## src/rtl/core/blm_ram.sv

```systemverilog
// blm_ram: generic simple dual port ram with registered read
// no dependencies
module blm_ram #(
  parameter int unsigned Width = 8,
  parameter int unsigned Depth = 16
) (
  input  logic                     clk_i,
  input  logic                     we_i,
  input  logic [$clog2(Depth)-1:0] waddr_i,
  input  logic [Width-1:0]         wdata_i,
  input  logic [$clog2(Depth)-1:0] raddr_i,
  output logic [Width-1:0]         rdata_o
);

  logic [Width-1:0] mem_q [Depth];
  logic [Width-1:0] rdata_q;

  always_ff @(posedge clk_i) begin
    if (we_i) begin
      mem_q[waddr_i] <= wdata_i;
    end
    rdata_q <= mem_q[raddr_i];
  end

  assign rdata_o = rdata_q;

endmodule

```

## config.mk

```make
export PLATFORM = sky130hd
export DESIGN_NAME = blm_ram
export DESIGN_NICKNAME = d
export VERILOG_FILES = /design/src/rtl/core/blm_ram.sv
export SDC_FILE = /design/constraint.sdc
export NUM_CORES = 1
export LEC_CHECK = 0
export BUFFER_PORTS_ARGS = -buffer_cell sky130_fd_sc_hd__buf_2
export CAP_MARGIN = 15
export CORE_UTILIZATION = 50
export DETAILED_ROUTE_END_ITERATION = 7
export PLACE_DENSITY = 0.67
export SETUP_SLACK_MARGIN = 0.02
export SLEW_MARGIN = 40
export SYNTH_ARGS = -nofsm -noshare
export SYNTH_HDL_FRONTEND = slang
export SYNTH_SLANG_ARGS = --single-unit
export TNS_END_PERCENT = 5
```

## constraint.sdc

```tcl
create_clock -name clk_i -period 3.42 [get_ports clk_i]
set_input_delay 0.171 -clock clk_i [delete_from_list [all_inputs] [get_ports clk_i]]
set_output_delay 0.171 -clock clk_i [all_outputs]
set_load 0.02 [all_outputs]
```

# --- Yosys cells after proc, flatten, opt, wreduce, memory -nomap -nowiden ---
# Memory sizes are Yosys's and may differ from the RTL's. A register that Yosys moved wholly into a read port is not among the register bits.
# Cells that the tools add are included.
totals:
  in_bits: 18
  regBits: 0
  ram_bits: 128
  memories: 1
  out_inout_bits: 8
mem_list:
  columns: ["name", "depth", "width", "rd", "rd_ports_with_merged_regs", "write_ports", "line_no", "source"]
  rows:
  - ["mem_q", 16, 8, 1, 1, 1, "15", "logic [Width-1:0] mem_q [Depth];"]
op_classes:
  muxes: 2
op_table:
  columns: ["operator", "count"]
  rows:
  - ["2-to-1 mux 1 bit", 2]

# --- Logic depth before layout (Yosys ltp) ---
depth:
  word_depth: 2
  mapped_depth: 5
  mapped_depth_nobuf: 3

# --- Worst setup path before layout ---
# No wires, ideal clock.
synth_path:
  path_type: "input-to-reg"
  startpoint: "input port waddr_i[2]"
  endpoint: "memory mem_q[0][0], enable pin"
  path_slack_ns: 1.756
  arrival_time_ns: 1.281
  stages: 2
  path_buffers: 0
  path_cell_list: "or3b_2 -> nor3_1"
synth_lines:
  columns: ["element", "line_no", "source"]
  rows:
  - ["start, declared", "9", "input logic [$clog2(Depth)-1:0] waddr_i,"]
  - ["end, declared", "15", null]
# No word-level cell before the write port.

==> results.md <==
* Status: finished clean
* Maximum root-to-sink buffer count at 2
* Crit path capture type: flip-flop
* Sw frac at between 20% and 30%
* Crit Path Class: in -> reg
* Post-CTS Resized at 0
* Largest net degree at the start of global routing at 33
* Met1 GRT Util at just over 30%
* Cells after Synth at about 230
* Layout net count at ~290
* IO Count at 26
* Vias/cell at between 5 and 6
* GRT Total Usage at just over 20%
* Congestion Overflow GR at 0
* Horiz. Die Dim at just over 100 µm
* Synth top area cells: edfxtp_1 75%, mux4_2 7.9%, mux4_1 7.1%
* CTS tree: yes
* Area share of the leading cell type in the synthesized netlist at 74.7%
* Port Buf Inserts at 25
* Residual DRC at 0
* Final Hold Viols at 0
* Crit path max fanout at 24
* Worst Max-Slew Pin Slew at roughly 0.82 ns
* Full die area at between 10,000 and 15,000 µm²
* DR WL/cell at approximately 23 µm
* First-pass GRT wire length at 14,700 µm
* Syn avg cell area at between 20 and 25 µm²
* Drt total wl at 9710 µm
* TritonCTS buffer count at 17
* Clk pin slew, worst setup/hold paths at ~0.060 ns
* # fillers at 699
* Initial core utilization at a little over half
* Root Driver: clkbuf_8
* Comb power frac at under 10%
* Layer with the highest usage: met2
* Most common cell after layout, fill and taps aside: edfxtp_1
* Worst Hold End: mem_q[10][4]$_DFFE_PP_
* Worst setup margin at 1.84 ns
* Hold crit path type: in -> reg
* Fin Clk Skew at between 0.007 and 0.008 ns
* Detailed-route via count at about 2,400
* Dpl ws at 1.29 ns
* Post-DP HPWL at ~6000 µm
* Met3 usage at 4.84%
* Post-CTS setup buffer count at 0
* Max-Cap Viols at 0
* First-pass iteration count of the detailed router at 4
* Fin Setup TNS at 0 ns
* Worst-Skew Late Latency at 0.51 ns
* Leakage power at about 0.0020 µW
* Sequential share of power at approximately 49%
* Worst VDD drop at 290 µV
* Initial antenna violation count at 0
* Antenna fix cells at 0
* Iteration-0 DRC count of the detailed router at between 200 and 250
* CTS H-tree depth at 4
* Worst path arrival time at around 2.0 ns
* Synth Register Bits at 136
* GP Congestion at between 0.7 and 0.8
* Critical path required time at 3.80 ns
* CP startpoint kind: primary input
* Max Slew Vio Count at 0
* Peak Freq at 631 MHz
* Vias in the first global route at around 2,400
* Clock Sinks at around 140
* Syn nets at 247
* Share of cells above drive strength 1 at roughly 31%
* Die height at roughly 100 µm
* Unique cell type count in the Yosys netlist at 19
* Non-Filler Instances at between 400 and 500
* YS warnings at 0
* GR Layer Usage met2 at between 30% and 40%
* Clock Power Share at about 47%
* Power Density at around 640 nW/µm²
* R2R setup slack at 2.00 ns
* Worst reg2reg path startpoint: mem_q[5][0]$_DFFE_PP_
* CTS Hold Bufs at 0
* P&R area growth vs syn at 16.7%
* Worst R2R Path Depth at 3
* RSZ-0062 raised after global routing: no
* Antenna-violating nets left at 0
* Tot Pwr at ~3800 µW
* WHS at between 0.04 and 0.05 ns
* Placed cells at roughly 380
* Post-synthesis sequential area ratio at between 70 and 80%
* CORE AREA at ~9900 µm²
* Worst reg2reg endpoint: rdata_o[0]$_DFF_P_
* Fin crit share at a little under half
* Pint at between 3000 and 4000 µW
* Final min period at around 1.6 ns
* Max_slew headroom at a little under half
* Final setup fails at 0
* Row cnt at 36
* Switching pwr at 798 µW
* Commonest cells after routing, fill and taps aside: 128 x edfxtp_1, 25 x buf_2, 18 x mux4_2
* Hold Crit Start: wdata_i[4]
* Worst Hold Path Cells at 1
* Leading area contributor after synthesis: edfxtp_1
* Mapped cell area at roughly 5100 µm²
critical path: stages:
cell and delay [ns]:
buf_2 0.27, buf_4 0.46, mux4_1 0.66, a22oi_1 0.25
nand2_1 0.12
final cells by class:
| class | count | area (µm²) | share of cell area (%) |
|---|---|---|---|
| Multi-Input combinational cell | 83 | 1080 | 18.0 |
| Sequential cell | 136 | 4000 | 66.7 |
| Clock inverter | 14 | 175 | 2.92 |
| Timing Repair Buffer | 30 | 163 | 2.71 |
| Clock buffer | 18 | 418 | 6.96 |
| Tap cell | 133 | 166 | 2.77 |
power by group through the flow:
stage	combinational, µW	clock (µW)	sequential, µW
detailed placement	178	0	1910
global placement	173	0	1910
global route	192	1890	1880
finish	177	1790	1870
CTS	179	1810	1870
floorplan	94.6	0	1920
registers in the layout, indices dropped and copies added (netlist names):
name,flops
mem_q,128
rdata_o,8
metal layers:
layer | share of wire, % | vias up
met5 | 0 | -
met4 | 0.73 | 0
met3 | 6.4 | 4
met2 | 49 | 81
met1 | 44 | 1228
li1 | - | 1053
per-stage QoR:
step                      util [%]  cell area (µm²)
after floorplan                  -             5150
after global placement        54.6             5390
after detailed placement      54.8             5410
final                         60.9             6010
after global routing          60.9             6010
after CTS                     60.8             6000
how the worst max path moves through the flow:
stage	to	slack, ns	start	depth (start not counted)
finish	rdata_o[0]$_DFF_P_	1.84	raddr_i[0]	5
CTS	rdata_o[0]$_DFF_P_	1.83	raddr_i[0]	5
detailed placement	rdata_o[0]$_DFF_P_	1.29	raddr_i[0]	5
global route	rdata_o[0]$_DFF_P_	1.73	raddr_i[0]	5
global placement	rdata_o[0]$_DFF_P_	1.31	raddr_i[0]	5
floorplan	mem_q[0][0]$_DFFE_PP_	1.76	waddr_i[2]	2
logic make-up (layout without fill, tap and decap cells):
family	Yosys count	count (layout)	synth area share (%)
DFF	136	136	77.8
muxes	32	32	15.0
AOI/OAI and AO/OA	16	16	2.33
and+or+nand+nor	35	35	3.18
buffers and inverters	10	62	1.68
cell usage after synthesis:
| master | count |
|---|---|
| nor3_1 | 4 |
| nor2_1 | 13 |
| clkdlybuf4s25_2 | 3 |
| nand3_1 | 1 |
| nor2b_1 | 1 |
| a22oi_1 | 16 |
| buf_2 | 3 |
| nand3b_1 | 2 |
| mux4_1 | 14 |
| nand2_1 | 9 |
| edfxtp_1 | 128 |
| nand2b_1 | 2 |
| and2_1 | 1 |
| buf_4 | 1 |
| dfxtp_1 | 8 |
| buf_6 | 3 |
| mux4_2 | 18 |
| or3b_2 | 1 |
| and2b_1 | 1 |
Note: power is estimated with default switching activity, not from simulation.
