[config.mk]
export PLATFORM = sky130hd
export DESIGN_NAME = blm_div
export DESIGN_NICKNAME = d
export VERILOG_FILES = /design/src/rtl/core/blm_pkg.sv /design/src/rtl/core/blm_div.sv
export SDC_FILE = /design/constraint.sdc
export NUM_CORES = 1
export LEC_CHECK = 0
export ABC_AREA = 1
export BUFFER_PORTS_ARGS = -buffer_cell sky130_fd_sc_hd__buf_2
export CORE_ASPECT_RATIO = 0.8
export CORE_UTILIZATION = 50
export DETAILED_ROUTE_END_ITERATION = 8
export PLACE_DENSITY = 0.7
export SLEW_MARGIN = 30
export SYNTH_ARGS = -nofsm -noshare
export SYNTH_HDL_FRONTEND = slang
export SYNTH_SLANG_ARGS = --single-unit
[constraint.sdc]
create_clock -name clk_i -period 3.35 [get_ports clk_i]
set_clock_uncertainty 0.1 [all_clocks]
set_input_delay 0.5025 -clock clk_i [delete_from_list [all_inputs] [get_ports clk_i]]
set_output_delay 0.5025 -clock clk_i [all_outputs]
set_load 0.02 [all_outputs]
[src/rtl/core/blm_pkg.sv]
// blm_pkg: types and constants shared by the barycentric interpolation core
// used by blm_div and barycentric_lagrange_interp; no dependencies
package blm_pkg;

  localparam int unsigned NumW = 102;
  localparam int unsigned DenW = 70;
  localparam int unsigned TW   = 62;

  typedef struct packed {
    logic               req_type;
    logic [3:0]         node_index;
    logic signed [31:0] node_coord_in;
    logic signed [47:0] weight_in;
    logic signed [31:0] value_in;
    logic signed [31:0] query_point;
  } in_t;

  typedef struct packed {
    logic signed [31:0] interp_value;
    logic               on_node;
    logic               divide_fault;
  } out_t;

  typedef struct packed {
    logic signed [31:0] coord;
    logic signed [47:0] weight;
    logic signed [31:0] value;
  } ent_t;

  localparam logic REQ_LOAD  = 1'b0;
  localparam logic REQ_QUERY = 1'b1;

endpackage

[src/rtl/core/blm_div.sv]
// blm_div: unsigned restoring divider, one quotient bit per cycle
// depends on blm_pkg for operand widths
module blm_div (
  input  logic                       clk_i,
  input  logic                       rst_ni,
  input  logic                       start_i,
  input  logic [blm_pkg::NumW-1:0]   num_i,
  input  logic [blm_pkg::DenW-1:0]   den_i,
  output logic                       busy_o,
  output logic                       done_o,
  output logic [blm_pkg::NumW-1:0]   quot_o
);

  localparam int unsigned CntW = $clog2(blm_pkg::NumW + 1);

  logic [blm_pkg::NumW-1:0] sh_q, sh_d;
  logic [blm_pkg::DenW-1:0] rem_q, rem_d, den_q;
  logic [CntW-1:0]          cnt_q, cnt_d;
  logic                     busy_q, busy_d, done_q, done_d;
  logic [blm_pkg::DenW:0]   trial;
  logic [blm_pkg::DenW:0]   diff;

  assign trial = {rem_q, sh_q[blm_pkg::NumW-1]};
  assign diff  = trial - {1'b0, den_q};

  always_comb begin
    sh_d   = sh_q;
    rem_d  = rem_q;
    cnt_d  = cnt_q;
    busy_d = busy_q;
    done_d = 1'b0;
    if (start_i) begin
      sh_d   = num_i;
      rem_d  = '0;
      cnt_d  = CntW'(blm_pkg::NumW);
      busy_d = 1'b1;
    end else if (busy_q) begin
      if (!diff[blm_pkg::DenW]) begin
        rem_d = diff[blm_pkg::DenW-1:0];
        sh_d  = {sh_q[blm_pkg::NumW-2:0], 1'b1};
      end else begin
        rem_d = trial[blm_pkg::DenW-1:0];
        sh_d  = {sh_q[blm_pkg::NumW-2:0], 1'b0};
      end
      cnt_d = cnt_q - 1'b1;
      if (cnt_q == CntW'(1)) begin
        busy_d = 1'b0;
        done_d = 1'b1;
      end
    end
  end

  always_ff @(posedge clk_i or negedge rst_ni) begin
    if (!rst_ni) begin
      busy_q <= 1'b0;
      done_q <= 1'b0;
      cnt_q  <= '0;
    end else begin
      busy_q <= busy_d;
      done_q <= done_d;
      cnt_q  <= cnt_d;
    end
  end

  always_ff @(posedge clk_i) begin
    sh_q  <= sh_d;
    rem_q <= rem_d;
    if (start_i) begin
      den_q <= den_i;
    end
  end

  assign busy_o = busy_q;
  assign done_o = done_q;
  assign quot_o = sh_q;

endmodule

Word-level counts from Yosys, hierarchy flattened
Index checks and enable logic that the tools add are counted.
{"block": "classes", "n_addsub": 2, "n_eq_ne": 1, "n_mux": 12, "n_reduce_logical": 1}
{"operator": "two-way mux 102 bit", "n": 2}
{"operator": "subtractor 71 x 70 -> 71 bit", "n": 1}
{"operator": "two-way mux 70 bit", "n": 1}
{"operator": "two-way mux 7 bit", "n": 2}
{"operator": "== test 7 x 1 -> 1 bit, second input constant", "n": 1}
{"operator": "two-way mux 1 bit", "n": 7}
{"operator": "subtractor 7 x 1 -> 7 bit, second input constant", "n": 1}
{"operator": "nonzero test 2 bit", "n": 1}
{"block": "word_totals", "ff_bits": 251, "input_bits": 175, "out_inout_bits": 104}

Depth between registers and ports, before layout
Gate-level depths: netlist of the first run.
{"block": "logic_depth", "word_depth": 4, "ltp_mapped": 21, "depth_no_buf": 20}

Least setup slack after synthesis of the first run
Ideal clock, no wire load.
{"block": "synth_timing", "kind": "input to register", "start": "in start_i", "end": "reg sh_q (netlist bit quot_o[0]), enable pin", "setup_time_ns": 0.456, "arrival_ns": 2.930, "required_time_ns": 2.794, "path_slack_ns": -0.136, "cell_stages": 3, "n_path_buf": 1, "path_cell_list": "clkbuf_1 -> nor2_1 -> inv_1"}
{"block": "synth_between", "elab_chain_len": 1}
{"item": "from (decl)", "line_no": "blm_div.sv:6", "rtl": "input logic start_i,"}
{"item": "nonzero test 2 bit (no line)"}
{"item": "to (signal assigned)", "line_no": "blm_div.sv:66", "rtl": "sh_q <= sh_d;"}
{"item": "to (decl)", "line_no": "blm_div.sv:16", "rtl": "logic [blm_pkg::NumW-1:0] sh_q, sh_d;"}
No other way between the ends.
A chain may end at the register's enable or synchronous reset.

Worst setup path in the final report of the first run
{"block": "layout_timing", "start": "reg den_q[16] (netlist bit)", "end": "reg rem_q[55] (netlist bit)"}
{"block": "layout_between", "elab_chain_len": 2}
{"item": "from (decl)", "line_no": "blm_div.sv:17", "rtl": "logic [blm_pkg::DenW-1:0] rem_q, rem_d, den_q;"}
{"item": "from (signal assigned)", "line_no": "blm_div.sv:69", "rtl": "den_q <= den_i;"}
{"item": "subtractor 71 x 70 -> 71 bit", "line_no": "blm_div.sv:24", "rtl": "assign diff = trial - {1'b0, den_q};"}
{"item": "two-way mux 70 bit", "line_no": "blm_div.sv:38", "rtl": "if (!diff[blm_pkg::DenW]) begin"}
{"item": "to (signal assigned)", "line_no": "blm_div.sv:67", "rtl": "rem_q <= rem_d;"}
{"item": "to (decl)", "line_no": "blm_div.sv:17"}
No other way between the ends.

==> metrics.md, run 1 <==
| Metric | Value |
|---|---|
| Fraction of layout cells with a size suffix above 1 | `0.133` |
| Hold Path Class | `input pin to register` |
| Top post-synthesis cells by area | `edfxtp_1 31%, nand2_1 25%, inv_1 11%` |
| Synth top cells by count | `1095 x nand2_1, 475 x inv_1, 172 x edfxtp_1, 139 x nand3_1, 126 x nor2_1` |
| DR iter-0 viols | `1447` |
| Buffers on Ports | `278` |
| Unique masters post-synth | `38` |
| IO Pins | `around 280` |
| Via/cell ratio | `between 4 and 5` |
| Critical path data required time | `3720 ps` |
| Prevailing post-synth register cell | `edfxtp_1` |
| R2R Path Start | `den_q[16]` |
| Total Wirelength | `54000 µm` |
| Die area | `34000 µm²` |
| DP Wirelength | `41300 µm` |
| Count leader, synth | `nand2_1` |
| Async SR Flop Fraction | `0.0359` |
| Final hold viol count | `0` |
| Drt drc | `0` |
| Number of buffers created by CTS | `28` |
| Synthesis-to-finish area growth | `21.3%` |
| Final setup vio count | `0` |
| Minimum clock period | `around 3000 ps` |
| H-tree levels | `1` |
| First-pass GRT wire length | `80900 µm` |
| Gpl congestion | `1.04` |
| Post-Syn Nets | `2721` |
| Post-cts resize count | `0` |
| Cell row count | `59` |
| Critical path peak fanout | `4` |
| Final antenna-violating net count | `0` |
| Setup tns final | `0 ps` |
| Crit-path slowest cell | `nand3_1` |
| Crit end category | `register` |
| Fmax | `0.332 GHz` |
| CP delay by family, top | `simple AND/OR/NAND/NOR gates` |
| Worst path cell trace | `inv_1 > ha_1 > nand2_1 > nand2_1 > a21oi_1 > nor2_1 > nor2_1 > nand3_1 > nand4_1 > nand2_1 > nand2_1 > nand2_1 > inv_1 > nand2_2 > nand3_1 > nand2_1` |
| Synth top area share | `0.310` |
| Wire per inst | `16.6 µm` |
| Clk sink count | `251` |
| Hold path start | `den_i[53]` |
| Core area | `32600 µm²` |
| Worst Hold Slack | `12.5 ps` |
| Clock Latency Late Sink | `590 ps` |
| Starting Density | `0.510` |
| Synth area leader | `edfxtp_1` |
| Vias in the first global route | `about 15000` |
| Most used cell, CP | `nand2_1` |
| Setup Fix Bufs, Post-CTS | `0` |
| DR vias | `16244` |
| Static Leak | `between 0.01 and 0.015 µW` |
| Die H | `~170 µm` |
| Initial antenna violation count | `1` |
| Worst slew margin | `0.381` |
| Status | `finished, final reports clean` |
| Pin count of the biggest net entering global routing | `107` |
| Final Net Count | `3058` |
| VDD IR-drop max | `between 0.4 and 0.5 mV` |
| Sequential share of the synthesized area | `0.408` |
| Worst Setup SP | `den_q[16]` |
| Post-synthesis cell count | `2473` |
| Mean Syn Cell Area | `6.73 µm²` |
| Total track usage | `0.311` |
| Flops & latches, synth | `251` |
| Buf+Inv Stages, Crit Path | `2` |
| Worst-Margin Slew | `929 ps` |
| CTS tree | `done` |
| # Max-Cap Violations | `0` |
| Grt total ovfl | `0` |
| Yosys warnings | `0` |
| CP Launch Type | `register` |
| CTS Root Cell | `clkbuf_16` |
| Pre-antenna DRT Iters | `7` |
| Synthesized cell area | `approximately 17000 µm²` |
| Cts hold-fix bufs | `64` |
| Worst setup path category | `register to register` |
| Max-slew violations | `0` |
| Arr. time, crit path | `~3400 ps` |
| Pwr dens | `401 nW/µm²` |
| Crit-path max cell delay | `400 ps` |
| DIE WIDTH | `slightly above 200 µm` |
| RSZ-0062 raised after global routing | `false` |
| Post-synth EDFFs | `172` |
| Worst-path clk slew | `60 ps` |
| Fin crit share | `0.899` |
| Max Root-Sink Buffers | `3` |
==> cells by family (layout without fill, tap and decap cells) <==
kind of cell               count (synthesis)  in the layout  synth area share
other                                      0              1                 0
adders and majority gates                 73             73            0.0553
AOI/OAI and AO/OA                        148            148            0.0468
xor gates and xnor gates                  39             39            0.0205
and+or+nand+nor                         1431           1431             0.345
buffers and inverters                    531            890             0.124
DFF                                      251            251             0.408
==> per-layer routing <==
metal / up-vias / share of wire / GRT usage
met5: - / 0.00019 / 0
met4: 2 / 0.022 / 0.0759
met3: 71 / 0.092 / 0.0773
met2: 576 / 0.42 / 0.461
met1: 7367 / 0.46 / 0.449
li1: 8228 / - / -
==> sequential cells by signal, indices dropped and copies added (netlist names) <==
| name | flops |
|---|---|
| busy_o | 1 |
| cnt_q | 7 |
| den_q | 70 |
| done_o | 1 |
| quot_o | 102 |
| rem_q | 70 |
==> layout make-up <==
class                      count  area (µm²)
clock buffer                  35         757
fill                        3065       12400
tap                          427         534
inverter                     480        1810
sequential                   251        6790
clock inverter                17         248
timing repair buffer         358        2250
antenna                        1        2.50
multi-input combinational   1691        7800
==> metrics by stage <==
stage          cell area, µm²  power, µW  instances   util  setup slack, ps
2_1_floorplan           16600       4300       2473      -             79.1
3_5_place_dp            18500       4710       3143  0.568              432
3_3_place_gp            18500       4700       3143  0.568              501
5_1_grt                 20200       8390       3259  0.619              129
6_report                20200       8100       3260  0.619              337
4_1_cts                 20200       8140       3259  0.619              397
==> cells in the final DEF (no fill, tap or decap), types with 14 or more instances in the layout <==
| master | count |
|---|---|
| nand2_2 | 17 |
| dfxtp_1 | 70 |
| nand2_1 | 1095 |
| dlygate4sd3_1 | 64 |
| clkbuf_16 | 28 |
| nor3_1 | 16 |
| nor2_1 | 124 |
| buf_2 | 277 |
| nand4_1 | 14 |
| a21oi_1 | 81 |
| nand3_1 | 139 |
| inv_1 | 474 |
| o21ai_0 | 48 |
| xnor2_1 | 30 |
| ha_1 | 72 |
| edfxtp_1 | 172 |
==> report_power, final <==
part	internal (µW)	total [µW]	switching [µW]
logic	401	1100	702
registers	3530	3620	89.1
clock network	2000	3380	1370
total	5930	8100	2170
==> final timing paths <==
kind                             end  slack, ps  cells past startpoint
max in group asynchronous     done_o       2740                      2
setup reg to reg           rem_q[55]        340                     16
min in group asynchronous   cnt_q[3]        220                      2
setup / recovery           rem_q[55]        340                     16
hold reg to reg            rem_q[11]        380                      2
hold / removal             den_q[53]         10                      1
Power figures use the tool's default switching activity.
==> inputs of run 2 (changes only) <==
Settings changed: RECOVER_POWER set to 25.
==> metrics.md, run 2 (synthesis results as in run 1) <==
| Metric | Value |
|---|---|
| Status | `finished with violations` |
| Violated checks | `max-capacitance violations, max-slew violations` |
| Die area | `34000 µm² (unchanged)` |
| VDD IR-drop max | `0.489 mV (+0.47%)` |
| Total track usage | `0.311 (unchanged)` |
| Global routing's busiest layer | `met2` |
| Minimum clock period | `3030 ps (+15.8 ps)` |
| Seq pwr share | `0.447 (about the same)` |
| Cts hold-fix bufs | `64 (unchanged)` |
| Met2 global-route usage | `0.461 (unchanged)` |
| Drt drc | `0 (unchanged)` |
| Worst Setup EP | `rem_q[55]` |
| Grt total ovfl | `0 (unchanged)` |
| Clock Latency Late Sink | `590 ps (about the same)` |
| Worst setup path category | `register to register` |
| Static Leak | `0.0111 µW (-0.24%)` |
| Final Non-Filler Cells | `3260 (unchanged)` |
| RSZ-0062 raised after global routing | `false` |
| # placed instances | `3143 (unchanged)` |
| DIE WIDTH | `206 µm (unchanged)` |
| Setup tns final | `0 ps (unchanged)` |
| Fillers | `3070 (+0.16%)` |
| Via/cell ratio | `4.99 (about the same)` |
| Total Wirelength | `53900 µm (about the same)` |
| Final Net Count | `3058 (unchanged)` |
| RR Endpoint | `rem_q[55]` |
| Crit end category | `register` |
| Most used cell, CP | `nand2_1` |
| IO Pins | `279 (unchanged)` |
| Die H | `165 µm (unchanged)` |
| Setup Fix Bufs, Post-CTS | `0 (unchanged)` |
| Max Root-Sink Buffers | `3 (unchanged)` |
| Final hold viol count | `0 (unchanged)` |
| Wire per inst | `16.5 µm (about the same)` |
| Psw | `2160 µW (about the same)` |
| CTS tree | `done` |
| Most common cell after layout, fill and taps aside | `nand2_1` |
| Pin count of the biggest net entering global routing | `107 (unchanged)` |
| DR iter-0 viols | `1455 (+0.55%)` |
| CTS Root Cell | `clkbuf_16` |
| Clk pwr share | `0.417 (about the same)` |
| Crit-path max cell delay | `400 ps (about the same)` |
| Post-cts resize count | `0 (unchanged)` |
| Arr. time, crit path | `3400 ps (+20 ps)` |
| Starting Density | `0.510 (unchanged)` |
| Comb power frac | `0.136 (about the same)` |
| Reg2reg path depth | `16 (unchanged)` |
| Hold Path Class | `input pin to register` |
| CP Launch Type | `register` |
| Final antenna-violating net count | `0 (unchanged)` |
| Buffers on Ports | `278 (unchanged)` |
| Initial antenna violation count | `1 (unchanged)` |
| Pwr dens | `401 nW/µm² (about the same)` |
| Sw frac | `0.267 (about the same)` |
| Number of buffers created by CTS | `28 (unchanged)` |
| H-tree levels | `1 (unchanged)` |
| Critical path peak fanout | `4 (unchanged)` |
| Synthesis-to-finish area growth | `21.2% (about the same)` |
| Int Pwr | `5930 µW (about the same)` |
| Commonest cells after routing, fill and taps aside | `1095 x nand2_1, 474 x inv_1, 268 x buf_2, 172 x edfxtp_1, 139 x nand3_1` |
| Fraction of layout cells with a size suffix above 1 | `0.130 (-0.00318)` |
| Critical path data required time | `3720 ps (about the same)` |
| Max-slew violations | `75 (+75)` |
| Fin crit share | `0.904 (+0.00471)` |
| Cell row count | `59 (unchanged)` |
| Number of flip-flops in the largest register | `102 (unchanged)` |
| Fmax | `0.330 GHz (-0.52%)` |
| Gpl congestion | `1.04 (unchanged)` |
| DP Wirelength | `41300 µm (unchanged)` |
| Clk sink count | `251 (unchanged)` |
| Met3 usage | `0.0773 (unchanged)` |
| FF-to-FF setup slack | `320 ps (-20 ps)` |
| Pre-antenna DRT Iters | `6 (-1)` |
| DR vias | `16260 (+0.098%)` |
| Worst Setup SP | `den_q[16]` |
| Worst-path clk slew | `60 ps (about the same)` |
| Final setup vio count | `0 (unchanged)` |
| First-pass GRT wire length | `80900 µm (unchanged)` |
| Worst slew margin | `-0.234 (-0.615)` |
| Worst path cell trace | `inv_1 > ha_1 > nand2_1 > nand2_1 > a21oi_1 > nor2_1 > nor2_1 > nand3_1 > nand4_1 > nand2_1 > nand2_1 > nand2_1 > inv_1 > nand2_2 > nand3_1 > nand2_1` |
| Worst-Margin Slew | `1850 ps (+922 ps)` |
| Core area | `32600 µm² (unchanged)` |
| Crit-path slowest cell | `nand3_1` |
| Met1 Resource Use GR | `0.449 (unchanged)` |
| Vias in the first global route | `14940 (unchanged)` |
| R2R Path Start | `den_q[16]` |
| # Max-Cap Violations | `1 (+1)` |
run 2: cell count changes in the layout (fill, tap and decap cells not counted), sizes merged:
cell | before | now
buf | 294 | 284
clkbuf | 35 | 45
run 2: per-stage QoR:
stage          total power, µW  cell area [µm²]  hold WS [ps]  utilization  setup WS, ps
3_5_place_dp              4710            18500           268        0.568           432
2_1_floorplan             4300            16600           107            -          79.1
5_1_grt                   8390            20200          6.19        0.618           129
4_1_cts                   8140            20200         0.778        0.619           397
3_3_place_gp              4700            18500           267        0.568           501
6_report                  8100            20200          12.8        0.618           321
run 2: how the worst min path moves through the flow:
stage / startpoint / to / slack [ps] / cells after the start
after CTS: den_i[53] / den_q[53] / 0.8 / 1
final: den_i[53] / den_q[53] / 10 / 1
after floorplan: rst_ni / busy_o / 110 / 0
after detailed placement: rst_ni / done_o / 270 / 1
after global routing: den_i[53] / den_q[53] / 6 / 1
after global placement: rst_ni / done_o / 270 / 1
run 2: per-layer routing:
layer / wire length (µm) / vias up
li1: - / 8228
met3: 5070 / 79
met4: 1240 / 2
met1: 25000 / 7372
met2: 22600 / 579
met5: 10 / -
run 2: power groups by stage:
stage | Combinational, µW | Sequential [µW] | Clock [µW]
floorplan | 476 | 3820 | 0
global placement | 1020 | 3670 | 0
detailed placement | 1030 | 3680 | 0
CTS | 1090 | 3620 | 3420
global route | 1210 | 3650 | 3540
finish | 1100 | 3620 | 3370
run 2: worst max-delay path, delay by kind of cell (launching register included):
kind	cells	cell delay, ps
AO/OA/AOI/OAI	1	340
adder cells (fa/ha/maj)	1	370
buffers and inverters	2	110
flip-flops	1	330
AND/OR/NAND/NOR	12	1660
run 2: cell type report:
type,count,area (µm²),share of cell area
Tap cell,427,534,0.0265
Multi-Input combinational cell,1691,7800,0.387
Clock buffer,35,757,0.0375
Inverter,480,1810,0.0895
Clock inverter,17,248,0.0123
Sequential cell,251,6790,0.337
Timing Repair Buffer,358,2230,0.110
Antenna cell,1,2.50,0.000124
